===== config.mk =====
export PLATFORM = sky130hd
export DESIGN_NAME = magma_keys
export DESIGN_NICKNAME = d
export VERILOG_FILES = /design/src/hw/rtl/magma_block_cipher_ecb_top_assert.svh /design/src/hw/rtl/magma_pkg.sv /design/src/hw/rtl/magma_keys.sv
export SDC_FILE = /design/constraint.sdc
export NUM_CORES = 1
export LEC_CHECK = 0
export BUFFER_PORTS_ARGS = -buffer_cell sky130_fd_sc_hd__buf_2
export CORE_ASPECT_RATIO = 0.75
export CORE_MARGIN = 4
export CORE_UTILIZATION = 56
export DETAILED_ROUTE_END_ITERATION = 8
export GPL_TIMING_DRIVEN = 0
export PLACE_DENSITY = 0.86
export RECOVER_POWER = 25
export SLEW_MARGIN = 5
export SYNTH_ARGS = -nofsm -noshare
export SYNTH_HDL_FRONTEND = slang
export SYNTH_SLANG_ARGS = --single-unit
export TNS_END_PERCENT = 1

===== constraint.sdc =====
create_clock -name clk -period 3.6 [get_ports clk]
set_clock_uncertainty 0.1 [all_clocks]
set_input_delay 1.08 -clock clk [delete_from_list [all_inputs] [get_ports clk]]
set_output_delay 1.08 -clock clk [all_outputs]
set_load 0.05 [all_outputs]

===== src/hw/rtl/magma_block_cipher_ecb_top_assert.svh =====
// Assertion macros for the Magma cipher pipeline.
// Used by magma_round through `include; empty when SYNTH is defined.
`ifndef MAGMA_BLOCK_CIPHER_ECB_TOP_ASSERT_SVH
`define MAGMA_BLOCK_CIPHER_ECB_TOP_ASSERT_SVH
`ifndef SYNTH
`define MAGMA_ASSERT(lbl, clk, rst, prop) \
  lbl: assert property (@(posedge clk) disable iff (rst) prop) \
    else $error("magma assertion failed");
`define MAGMA_ASSERT_NEXT(lbl, clk, rst, ante, cons) \
  lbl: assert property (@(posedge clk) disable iff (rst) (ante) |=> (cons)) \
    else $error("magma assertion failed");
`else
`define MAGMA_ASSERT(lbl, clk, rst, prop)
`define MAGMA_ASSERT_NEXT(lbl, clk, rst, ante, cons)
`endif
`endif


===== src/hw/rtl/magma_pkg.sv =====
// Shared types, constants and functions of the Magma cipher pipeline.
// No dependencies.
package magma_pkg;

  localparam int Rounds        = 32;
  localparam int KeyWords      = 8;
  localparam int KeyIdxWidth   = 3;
  localparam int CfgIndexWidth = 4;
  localparam int WordWidth     = 32;
  localparam int BlockWidth    = 64;
  localparam int RotLeft       = 11;
  localparam logic DirEncrypt  = 1'b0;
  localparam logic DirDecrypt  = 1'b1;

  typedef logic [KeyWords-1:0][WordWidth-1:0] key_set_t;

  // Word moving between two round stages.
  typedef struct packed {
    logic                 func;
    logic [WordWidth-1:0] hi;
    logic [WordWidth-1:0] lo;
  } stage_data_t;

  localparam logic [3:0] SBOX [0:7][0:15] = '{
    '{4'd12, 4'd4,  4'd6,  4'd2,  4'd10, 4'd5,  4'd11, 4'd9,
      4'd14, 4'd8,  4'd13, 4'd7,  4'd0,  4'd3,  4'd15, 4'd1},
    '{4'd6,  4'd8,  4'd2,  4'd3,  4'd9,  4'd10, 4'd5,  4'd12,
      4'd1,  4'd14, 4'd4,  4'd7,  4'd11, 4'd13, 4'd0,  4'd15},
    '{4'd11, 4'd3,  4'd5,  4'd8,  4'd2,  4'd15, 4'd10, 4'd13,
      4'd14, 4'd1,  4'd7,  4'd4,  4'd12, 4'd9,  4'd6,  4'd0},
    '{4'd12, 4'd8,  4'd2,  4'd1,  4'd13, 4'd4,  4'd15, 4'd6,
      4'd7,  4'd0,  4'd10, 4'd5,  4'd3,  4'd14, 4'd9,  4'd11},
    '{4'd7,  4'd15, 4'd5,  4'd10, 4'd8,  4'd1,  4'd6,  4'd13,
      4'd0,  4'd9,  4'd3,  4'd14, 4'd11, 4'd4,  4'd2,  4'd12},
    '{4'd5,  4'd13, 4'd15, 4'd6,  4'd9,  4'd2,  4'd12, 4'd10,
      4'd11, 4'd7,  4'd8,  4'd1,  4'd4,  4'd3,  4'd14, 4'd0},
    '{4'd8,  4'd14, 4'd2,  4'd5,  4'd6,  4'd9,  4'd1,  4'd12,
      4'd15, 4'd4,  4'd11, 4'd0,  4'd13, 4'd10, 4'd3,  4'd7},
    '{4'd1,  4'd7,  4'd14, 4'd13, 4'd0,  4'd5,  4'd8,  4'd3,
      4'd4,  4'd15, 4'd10, 4'd6,  4'd9,  4'd12, 4'd11, 4'd2}
  };

  // Key add, eight nibble substitutions, rotate left by 11.
  function automatic logic [WordWidth-1:0] round_fn(
      input logic [WordWidth-1:0] key, input logic [WordWidth-1:0] a);
    logic [WordWidth-1:0] s;
    logic [WordWidth-1:0] t;
    s = a + key;
    for (int j = 0; j < 8; j++) begin
      t[4*j +: 4] = SBOX[j][s[4*j +: 4]];
    end
    return {t[WordWidth-RotLeft-1:0], t[WordWidth-1:WordWidth-RotLeft]};
  endfunction

  // Key word used at pipeline round r; decrypt walks the schedule backwards.
  function automatic logic [KeyIdxWidth-1:0] key_idx(
      input int r, input logic dec, input int rounds);
    int i;
    int k;
    i = (dec == DirDecrypt) ? (rounds - 1 - r) : r;
    k = (i < rounds - KeyWords) ? i : (rounds - 1 - i);
    return k[KeyIdxWidth-1:0];
  endfunction

endpackage


===== src/hw/rtl/magma_keys.sv =====
// Round key register file written through the configuration port.
// Depends on magma_pkg.
module magma_keys (
  input  logic                                 clk,
  input  logic                                 rst,
  input  logic                                 cfg_wr_en,
  input  logic [magma_pkg::CfgIndexWidth-1:0]  cfg_index,
  input  logic [magma_pkg::WordWidth-1:0]      cfg_data,
  output magma_pkg::key_set_t                  keys
);

  magma_pkg::key_set_t key_regs;

  // Drop writes beyond the eighth register.
  always_ff @(posedge clk) begin
    if (rst) begin
      key_regs <= '0;
    end else if (cfg_wr_en &&
                 cfg_index < magma_pkg::CfgIndexWidth'(magma_pkg::KeyWords)) begin
      key_regs[cfg_index[magma_pkg::KeyIdxWidth-1:0]] <= cfg_data;
    end
  end

  assign keys = key_regs;

endmodule


==> qor.yml <==
clockBufferDepth: 3
irDropWorstVdd_mv: 0.384
grt_util_all_layers: 0.280
synth_compound_area_frac: 0
fmax_mhz: 341
dr.pass1.iters: 5
routed_wl_mm: 28.9
status: "finished clean"
fin_crit_ns: 2.93
io_pins: 295
max-cap-violations: 0
dpl-instance-area_um2: 11800
layout_commonest_cell: "nand2b_1"
cts_max_level: 1
layout_common_cells: "288 x nand2b_1, 263 x buf_2, 256 x mux2i_1, 256 x dfxtp_1, 95 x clkbuf_1"
ant_nets: 0
clk_pin_slew_worst_paths_ns: 0.06
p_leak_nw: 6.73
synth_area_leaders: "dfxtp_1 51%, mux2i_1 26%, nand2b_1 18%"
syn2layout_area_growth_pct: 25.9
fillerInstances: 1344
rows: 42
die_x_um: 162
worstPathRequired_ns: 3.88
grt_first_pass_wirelength_mm: 43.9
synth_fp_nets: 943
ys_seq_area_frac: 0.513
gp_congestion: 0.818
synth_cell_types: 17
nets: 1262
gr-usage-met2: 0.452
crit_type: "in -> reg"
largest_reg_flops: 256
dieArea_um2: 20100
dp_hpwl_mm: 20.6
clock_latency_ns: 0.52
synth_top_family_by_area: "multiplexers"
cts_tree: "yes"
hold_buffers: 0
use_met1: 0.360
synth_xor_area_frac: 0
synth-seq-cells: 256
synth.mux.area_fraction: 0.256
io_buffers: 293
ctsRootBufferMaster: "clkbuf_16"
synth_area_leader_cell: "dfxtp_1"
path_max_fanout: 10
synth.avg_cell_area_um2: 11.1
multi_input_area_um2: 4460
dr.first_iter.drc_count: 334
fin_util: 0.715
use_met3: 0.0860
cts_resized: 0
slew_headroom: 0.495
seq_area_um2: 5120
timing.final.max_slew_violations: 0
period_share: 0.813
design_area_um2: 12600
worstMarginPinSlew_ns: 0.758
synth_area_um2: 10000
first_global_vias: 7784
ys_warn_count: 0
hold_path.class: "reg -> reg"
grt_max_degree: 16
via_per_inst: 5.15
synth_fa_ha_area_frac: 0
finalPower_mw: 6.11
antenna_found_initial: 2
final-setup-viol-count: 0
initial_core_util: 0.568
rsz0062_at_grt: "false"
numCtsBuffers: 24
syn-instance-count: 904
post_cts_buffers: 0
synthDominantCellAreaShare: 0.513
end_kind: "register"
fin_setup_tns_ns: 0
p_per_area_nw_per_um2: 485
hold_viol_final: 0
cts.sinks: 256
routedWlPerCell_um: 19.5
die_y_um: 124
drc: 0
vias: 7640
grt_busiest_layer: "met2"
core_um2: 17600
start_kind: "primary input"
synthSimpleGateAreaFrac: 0.190
overflow: 0
arrival_ns: 3.21
drive_gt1_frac: 0.260
## per-stage QoR
step / std cells / hold WS [ns] / setup slack [ns]
detailed placement: 1439 / 0.358 / 0.620
global placement: 1439 / 0.356 / 0.676
CTS: 1483 / 0.372 / 1.13
global route: 1484 / 0.391 / 0.541
floorplan: 904 / 0.593 / 1.41
finish: 1484 / 0.371 / 0.671
## path summary, 6_finish.rpt
kind                    end  slack [ns]  cells past startpoint  startpoint
setup / recovery  keys[138]        0.67                      6         rst
hold / removal     keys[54]        0.37                      2    keys[54]
setup reg to reg   keys[49]        2.81                      2    keys[49]
hold reg to reg    keys[54]        0.37                      2    keys[54]
## metal layers
| metal | share of wire | wire length, µm | up-vias |
|---|---|---|---|
| li1 | - | - | 3588 |
| met1 | 0.43 | 12500 | 3710 |
| met2 | 0.45 | 13100 | 285 |
| met3 | 0.087 | 2510 | 57 |
| met4 | 0.030 | 855 | 0 |
| met5 | 0 | 0 | - |
## Yosys cell counts
cell	instances
nand3_2	1
nand3_1	1
buf_2	14
buf_6	1
dfxtp_1	256
mux2i_1	256
nand2_2	1
nand2b_1	288
nor2b_1	2
and3b_1	1
and2_1	2
buf_4	14
nor3b_4	1
nand2_1	5
buf_1	11
clkbuf_1	49
nor2_1	1
## critical path: stages
cell	delay, ns
clkbuf_1	0.55
clkbuf_1	0.39
clkbuf_1	0.41
clkbuf_1	0.50
nand2b_1	0.19
mux2i_1	0.08
## report_power, final
group	total, mW	leakage (nW)	switching, mW	internal (mW)
sequential	2.89	2.07	0.0204	2.87
clock	2.76	0.417	1.12	1.64
combinational	0.457	4.25	0.310	0.146
total	6.11	6.73	1.45	4.66
## kinds of logic (layout without fill, tap and decap cells)
logic type,Yosys count,after routing
buffers and inverters,89,426
flip-flops,256,256
other,0,1
multiplexers,256,256
AND/OR/NAND/NOR,303,303
## layout make-up
type                    count  area share
diodes                      1    0.000199
plain buffers              89      0.0324
clock buffers              32      0.0549
clock inverters            12      0.0144
multi-input cells         559       0.354
flip-flops and latches    256       0.407
well taps                 242      0.0241
repair buffers            293       0.112
Power figures use the tool's default switching activity.
