## src/hw/rtl/magma_block_cipher_ecb_top_assert.svh

```systemverilog
// Assertion macros for the Magma cipher pipeline.
// Used by magma_round through `include; empty when SYNTH is defined.
`ifndef MAGMA_BLOCK_CIPHER_ECB_TOP_ASSERT_SVH
`define MAGMA_BLOCK_CIPHER_ECB_TOP_ASSERT_SVH
`ifndef SYNTH
`define MAGMA_ASSERT(lbl, clk, rst, prop) \
  lbl: assert property (@(posedge clk) disable iff (rst) prop) \
    else $error("magma assertion failed");
`define MAGMA_ASSERT_NEXT(lbl, clk, rst, ante, cons) \
  lbl: assert property (@(posedge clk) disable iff (rst) (ante) |=> (cons)) \
    else $error("magma assertion failed");
`else
`define MAGMA_ASSERT(lbl, clk, rst, prop)
`define MAGMA_ASSERT_NEXT(lbl, clk, rst, ante, cons)
`endif
`endif

```

## src/hw/rtl/magma_pkg.sv

```systemverilog
// Shared types, constants and functions of the Magma cipher pipeline.
// No dependencies.
package magma_pkg;

  localparam int Rounds        = 32;
  localparam int KeyWords      = 8;
  localparam int KeyIdxWidth   = 3;
  localparam int CfgIndexWidth = 4;
  localparam int WordWidth     = 32;
  localparam int BlockWidth    = 64;
  localparam int RotLeft       = 11;
  localparam logic DirEncrypt  = 1'b0;
  localparam logic DirDecrypt  = 1'b1;

  typedef logic [KeyWords-1:0][WordWidth-1:0] key_set_t;

  // Word moving between two round stages.
  typedef struct packed {
    logic                 func;
    logic [WordWidth-1:0] hi;
    logic [WordWidth-1:0] lo;
  } stage_data_t;

  localparam logic [3:0] SBOX [0:7][0:15] = '{
    '{4'd12, 4'd4,  4'd6,  4'd2,  4'd10, 4'd5,  4'd11, 4'd9,
      4'd14, 4'd8,  4'd13, 4'd7,  4'd0,  4'd3,  4'd15, 4'd1},
    '{4'd6,  4'd8,  4'd2,  4'd3,  4'd9,  4'd10, 4'd5,  4'd12,
      4'd1,  4'd14, 4'd4,  4'd7,  4'd11, 4'd13, 4'd0,  4'd15},
    '{4'd11, 4'd3,  4'd5,  4'd8,  4'd2,  4'd15, 4'd10, 4'd13,
      4'd14, 4'd1,  4'd7,  4'd4,  4'd12, 4'd9,  4'd6,  4'd0},
    '{4'd12, 4'd8,  4'd2,  4'd1,  4'd13, 4'd4,  4'd15, 4'd6,
      4'd7,  4'd0,  4'd10, 4'd5,  4'd3,  4'd14, 4'd9,  4'd11},
    '{4'd7,  4'd15, 4'd5,  4'd10, 4'd8,  4'd1,  4'd6,  4'd13,
      4'd0,  4'd9,  4'd3,  4'd14, 4'd11, 4'd4,  4'd2,  4'd12},
    '{4'd5,  4'd13, 4'd15, 4'd6,  4'd9,  4'd2,  4'd12, 4'd10,
      4'd11, 4'd7,  4'd8,  4'd1,  4'd4,  4'd3,  4'd14, 4'd0},
    '{4'd8,  4'd14, 4'd2,  4'd5,  4'd6,  4'd9,  4'd1,  4'd12,
      4'd15, 4'd4,  4'd11, 4'd0,  4'd13, 4'd10, 4'd3,  4'd7},
    '{4'd1,  4'd7,  4'd14, 4'd13, 4'd0,  4'd5,  4'd8,  4'd3,
      4'd4,  4'd15, 4'd10, 4'd6,  4'd9,  4'd12, 4'd11, 4'd2}
  };

  // Key add, eight nibble substitutions, rotate left by 11.
  function automatic logic [WordWidth-1:0] round_fn(
      input logic [WordWidth-1:0] key, input logic [WordWidth-1:0] a);
    logic [WordWidth-1:0] s;
    logic [WordWidth-1:0] t;
    s = a + key;
    for (int j = 0; j < 8; j++) begin
      t[4*j +: 4] = SBOX[j][s[4*j +: 4]];
    end
    return {t[WordWidth-RotLeft-1:0], t[WordWidth-1:WordWidth-RotLeft]};
  endfunction

  // Key word used at pipeline round r; decrypt walks the schedule backwards.
  function automatic logic [KeyIdxWidth-1:0] key_idx(
      input int r, input logic dec, input int rounds);
    int i;
    int k;
    i = (dec == DirDecrypt) ? (rounds - 1 - r) : r;
    k = (i < rounds - KeyWords) ? i : (rounds - 1 - i);
    return k[KeyIdxWidth-1:0];
  endfunction

endpackage

```

## src/hw/rtl/magma_round.sv

```systemverilog
// One registered Feistel round of the Magma pipeline with its handshake.
// Depends on magma_pkg and the assertion macro header.
`include "magma_block_cipher_ecb_top_assert.svh"
module magma_round #(
  parameter int IDX    = 0,
  parameter int ROUNDS = magma_pkg::Rounds
) (
  input  logic                    clk,
  input  logic                    rst,
  input  magma_pkg::key_set_t     keys,
  input  logic                    valid_in,
  output logic                    ready_up,
  input  magma_pkg::stage_data_t  data_in,
  output logic                    valid,
  input  logic                    ready_dn,
  output magma_pkg::stage_data_t  data
);

  localparam logic [magma_pkg::KeyIdxWidth-1:0] EncIdx =
    magma_pkg::key_idx(IDX, magma_pkg::DirEncrypt, ROUNDS);
  localparam logic [magma_pkg::KeyIdxWidth-1:0] DecIdx =
    magma_pkg::key_idx(IDX, magma_pkg::DirDecrypt, ROUNDS);
  localparam bit LastRound = (IDX == ROUNDS - 1);

  logic [magma_pkg::WordWidth-1:0] key;
  logic [magma_pkg::WordWidth-1:0] g;
  magma_pkg::stage_data_t          data_next;

  assign key = (data_in.func == magma_pkg::DirDecrypt) ? keys[DecIdx] : keys[EncIdx];
  assign g   = data_in.hi ^ magma_pkg::round_fn(key, data_in.lo);

  // The last round leaves the halves in place.
  always_comb begin
    data_next.func = data_in.func;
    if (LastRound) begin
      data_next.hi = g;
      data_next.lo = data_in.lo;
    end else begin
      data_next.hi = data_in.lo;
      data_next.lo = g;
    end
  end

  // Take a word when empty or when the current one moves on.
  assign ready_up = !valid || ready_dn;

  always_ff @(posedge clk) begin
    if (rst) begin
      valid <= 1'b0;
    end else if (ready_up) begin
      valid <= valid_in;
    end
  end

  always_ff @(posedge clk) begin
    if (ready_up && valid_in) begin
      data <= data_next;
    end
  end

  `MAGMA_ASSERT_NEXT(a_stall_hold, clk, rst, valid && !ready_dn, valid && $stable(data))
  `MAGMA_ASSERT_NEXT(a_load, clk, rst, valid_in && ready_up, valid)
  `MAGMA_ASSERT_NEXT(a_drain, clk, rst, !valid_in && ready_up, !valid)

endmodule

```

## config.mk

```make
export PLATFORM = sky130hd
export DESIGN_NAME = magma_round
export DESIGN_NICKNAME = d
export VERILOG_FILES = /design/src/hw/rtl/magma_pkg.sv /design/src/hw/rtl/magma_round.sv
export VERILOG_INCLUDE_DIRS = /design/src /design/src/hw/rtl
export SDC_FILE = /design/constraint.sdc
export NUM_CORES = 1
export LEC_CHECK = 0
export BUFFER_PORTS_ARGS = -buffer_cell sky130_fd_sc_hd__buf_4
export CORE_AREA = 2 2 151 153
export DETAILED_ROUTE_END_ITERATION = 8
export DIE_AREA = 0 0 153 155
export GPL_ROUTABILITY_DRIVEN = 1
export PLACE_DENSITY_LB_ADDON = 0.12
export REMOVE_ABC_BUFFERS = 1
export SYNTH_ARGS = -nofsm -noshare
export SYNTH_HDL_FRONTEND = slang
export SYNTH_SLANG_ARGS = --single-unit
```

## constraint.sdc

```tcl
create_clock -name clk -period 11.3 [get_ports clk]
set_clock_uncertainty 0.2 [all_clocks]
set_input_delay 0.565 -clock clk [delete_from_list [all_inputs] [get_ports clk]]
set_output_delay 0.565 -clock clk [all_outputs]
set_load 0.005 [all_outputs]
```

==> summary.md <==
| Metric | Value |
|---|---|
| Status | complete, no violations |
| PnR Total Power | 1.082 mW |
| Hold Slack | 0.1650 ns |
| Cell Pwr Density | 148.5 mW/mm^2 |
| CTS tree | done |
| DRC | 0 |
| CTS sink count | 66 |
| CP peak stage delay | 0.50 ns |
| Setup bufs post-CTS | 0 |
| Number of buffers created by CTS | 9 |
| Post-synth ARST share | 0% |
| Setup CP Type | input pin to register |
| Synth Flop Type | edfxtp_1 |
| CTS resizes | 0 |
| Ant diodes | 0 |
| Hold Violations, Final | 0 |
| Htree depth | 3 |
| Slew Limit Fails | 0 |
| Vias/cell | 4.522 |
| Root Buffer Master | clkbuf_16 |
| Rows | 55 |
| CP Launch Type | input pin |
| CP max stage cell | mux4_2 |
| Number of enable flip-flop cells after synthesis | 65 |
| Crit path time final | 4.315 ns |
| RSZ-0062 raised after global routing | false |
| Reg clk slew, reported paths | 0.06 ns |
| Placement Setup Slack | 6.594 ns |
| Yosys reg bits | 66 |
| Post-synth top area share | 36.24% |
| Register area share after synthesis | 36.61% |
| Vias in the first global route | 4490 |
| Total number of vias | 4291 |
| LEAKAGE | 3.187 nW |
| Worst VDD drop | 0.06335 mV |
| Die Footprint | 0.02372 mm^2 |
| Area of the multi-input gates | 0.003252 mm^2 |
| Die W | 153 um |
| Post-CTS Hold Buffers | 0 |
| Final core utilization | 32.78% |
| Setup TNS | 0 ns |
| Dpl hpwl | 11.57 mm |
| Final WS setup | 6.985 ns |
| Clk_lat worst skew | 0.34 ns |
| Placed Area | 0.006980 mm^2 |
| Fraction of layout instances using a drive strength above 1 | 32.98% |
| Syn avg cell area | 11.08 um^2 |
| Cell Area, Synth | 0.005386 mm^2 |
| Worst-margin pin slew | 0.9385 ns |
| Largest net degree at the start of global routing | 66 |
| Initial Util | 24.23% |
| Critical Path End Type | register |
| Routed WL | 14.50 mm |
| Design Area, Final | 0.007286 mm^2 |
| Hold depth | 2 |
| CORE AREA | 0.02223 mm^2 |
| Max Freq | 231.8 MHz |
| First-pass GRT wire length | 23.16 mm |
| Yosys Warn Count | 0 |
| Max-Cap Viols | 0 |
| CP max FO | 6 |
| Area Overhead vs Synth | 35.26% |
| Die height | 155 um |
| Final nets | 1053 |
| IO Port Bufs | 167 |
| CTS Buffer Depth | 2 |
| Post-DRT Antenna Nets | 0 |
| Synth Instances | 486 |
| Initial antenna violation count | 1 |
| Worst hold path type | input pin to register |
| Setup violations, final | 0 |
| Register area | 0.001972 mm^2 |
| Synth top area cells | edfxtp_1, ha_1, xnor2_1, mux4_2, xor2_1 |
| DP Cell Count | 933 |
| R2R cell count | 2 |
| First-pass DRT Iterations | 5 |
| Area leader, netlist | edfxtp_1 |
| Number of I/O pins | 392 |
| Critical path cell sequence | buf_4 -> ha_1 -> inv_1 -> fa_1 -> nor2b_4 -> o31a_1 -> a221oi_2 -> a211oi_1 -> or2_2 -> xor2_1 -> inv_1 -> ha_1 -> mux4_2 -> xnor2_1 |
| Cell Count, Final, Fillers Out | 949 |
| Yosys cell types | 64 |
| Filler cells | 2293 |
| DR WL/cell | 15.28 um |
| GP Congestion | 0.7753 |
| CP arrival | 4.21 ns |
| Required @ worst endpoint | 11.20 ns |
| Overflow after GRT | 0 |
| Slew headroom | 37.43% |
| Initial drt markers | 145 |
| Overall Global Routing Usage | 12.46% |
| Post-route clock period utilization | 38.18% |
-- path summary, 6_finish.rpt --
path	from	to	slack, ns
max	keys[0]	data[2]	6.99
min	rst	valid	0.16
max reg2reg	valid	data[27]	9.48
min reg2reg	valid	valid	0.34
-- cells by family after synthesis --
family	synth area share, %
buffers and inverters	3.066
DFF	36.61
xor gates and xnor gates	11.31
and+or+nand+nor	9.199
adders and majority gates	16.17
muxes	7.944
AOI/OAI and AO/OA	15.70
-- power by group --
| group | internal, mW | leakage [nW] | switching, mW |
|---|---|---|---|
| clock network | 0.182 | 0.151 | 0.120 |
| logic | 0.224 | 2.40 | 0.221 |
| registers | 0.326 | 0.637 | 0.00969 |
-- sequential cells by signal, summed over array words and instances (netlist names) --
signal and cells:
data 65, valid 1
-- critical path, delay by kind of cell --
family                     cells  cell delay, ns
AOI/OAI and AO/OA              3            0.99
and+or+nand+nor                2            0.42
muxes                          1            0.50
adders and majority gates      3            0.80
xor gates and xnor gates       2            0.56
buffers and inverters          3            0.35
-- metal layers --
| metal | wire, um | track usage [%] | share of wire (%) | vias up |
|---|---|---|---|---|
| li1 | - | - | - | 2149 |
| met1 | 6447 | 15.56 | 44 | 1994 |
| met2 | 6665 | 19.80 | 46 | 126 |
| met3 | 1109 | 5.125 | 7.6 | 20 |
| met4 | 265 | 3.748 | 1.8 | 2 |
| met5 | 13 | 0 | 0.090 | - |
-- placed cells by master, fill, tap and decap left out, types with 12 or more instances in the layout --
cell	netlist	final
a21o_1	14	14
a21oi_1	22	22
buf_4	0	167
edfxtp_1	65	65
ha_1	68	68
inv_1	39	39
mux2i_1	12	12
nand2_1	28	28
nor2_1	23	23
o21ai_0	24	24
xnor2_1	40	40
xor2_1	22	22
-- layout make-up --
type                            count  share of cell area [%]
Multi-Input combinational cell    376                   44.63
Sequential cell                    66                   27.07
Timing Repair Buffer              167                   17.21
Tap cell                          285                   4.894
Clock buffer                       11                   3.469
Inverter                           39                   2.009
Clock inverter                      5                  0.7213
-- synthesized netlist by cell type (3+ instances only) --
| master | count |
|---|---|
| a211oi_1 | 4 |
| a21o_1 | 14 |
| a21oi_1 | 22 |
| a21oi_2 | 4 |
| a31oi_1 | 6 |
| and2_1 | 6 |
| and3_1 | 8 |
| clkbuf_1 | 5 |
| edfxtp_1 | 65 |
| ha_1 | 68 |
| inv_1 | 39 |
| mux2i_1 | 12 |
| mux4_2 | 11 |
| nand2_1 | 28 |
| nand2b_1 | 3 |
| nand3_1 | 8 |
| nand4_1 | 4 |
| nor2_1 | 23 |
| nor3_1 | 4 |
| o211ai_1 | 8 |
| o21a_1 | 4 |
| o21ai_0 | 24 |
| or3_1 | 4 |
| xnor2_1 | 40 |
| xor2_1 | 22 |
No activity file was read; power rests on OpenSTA's default activity.
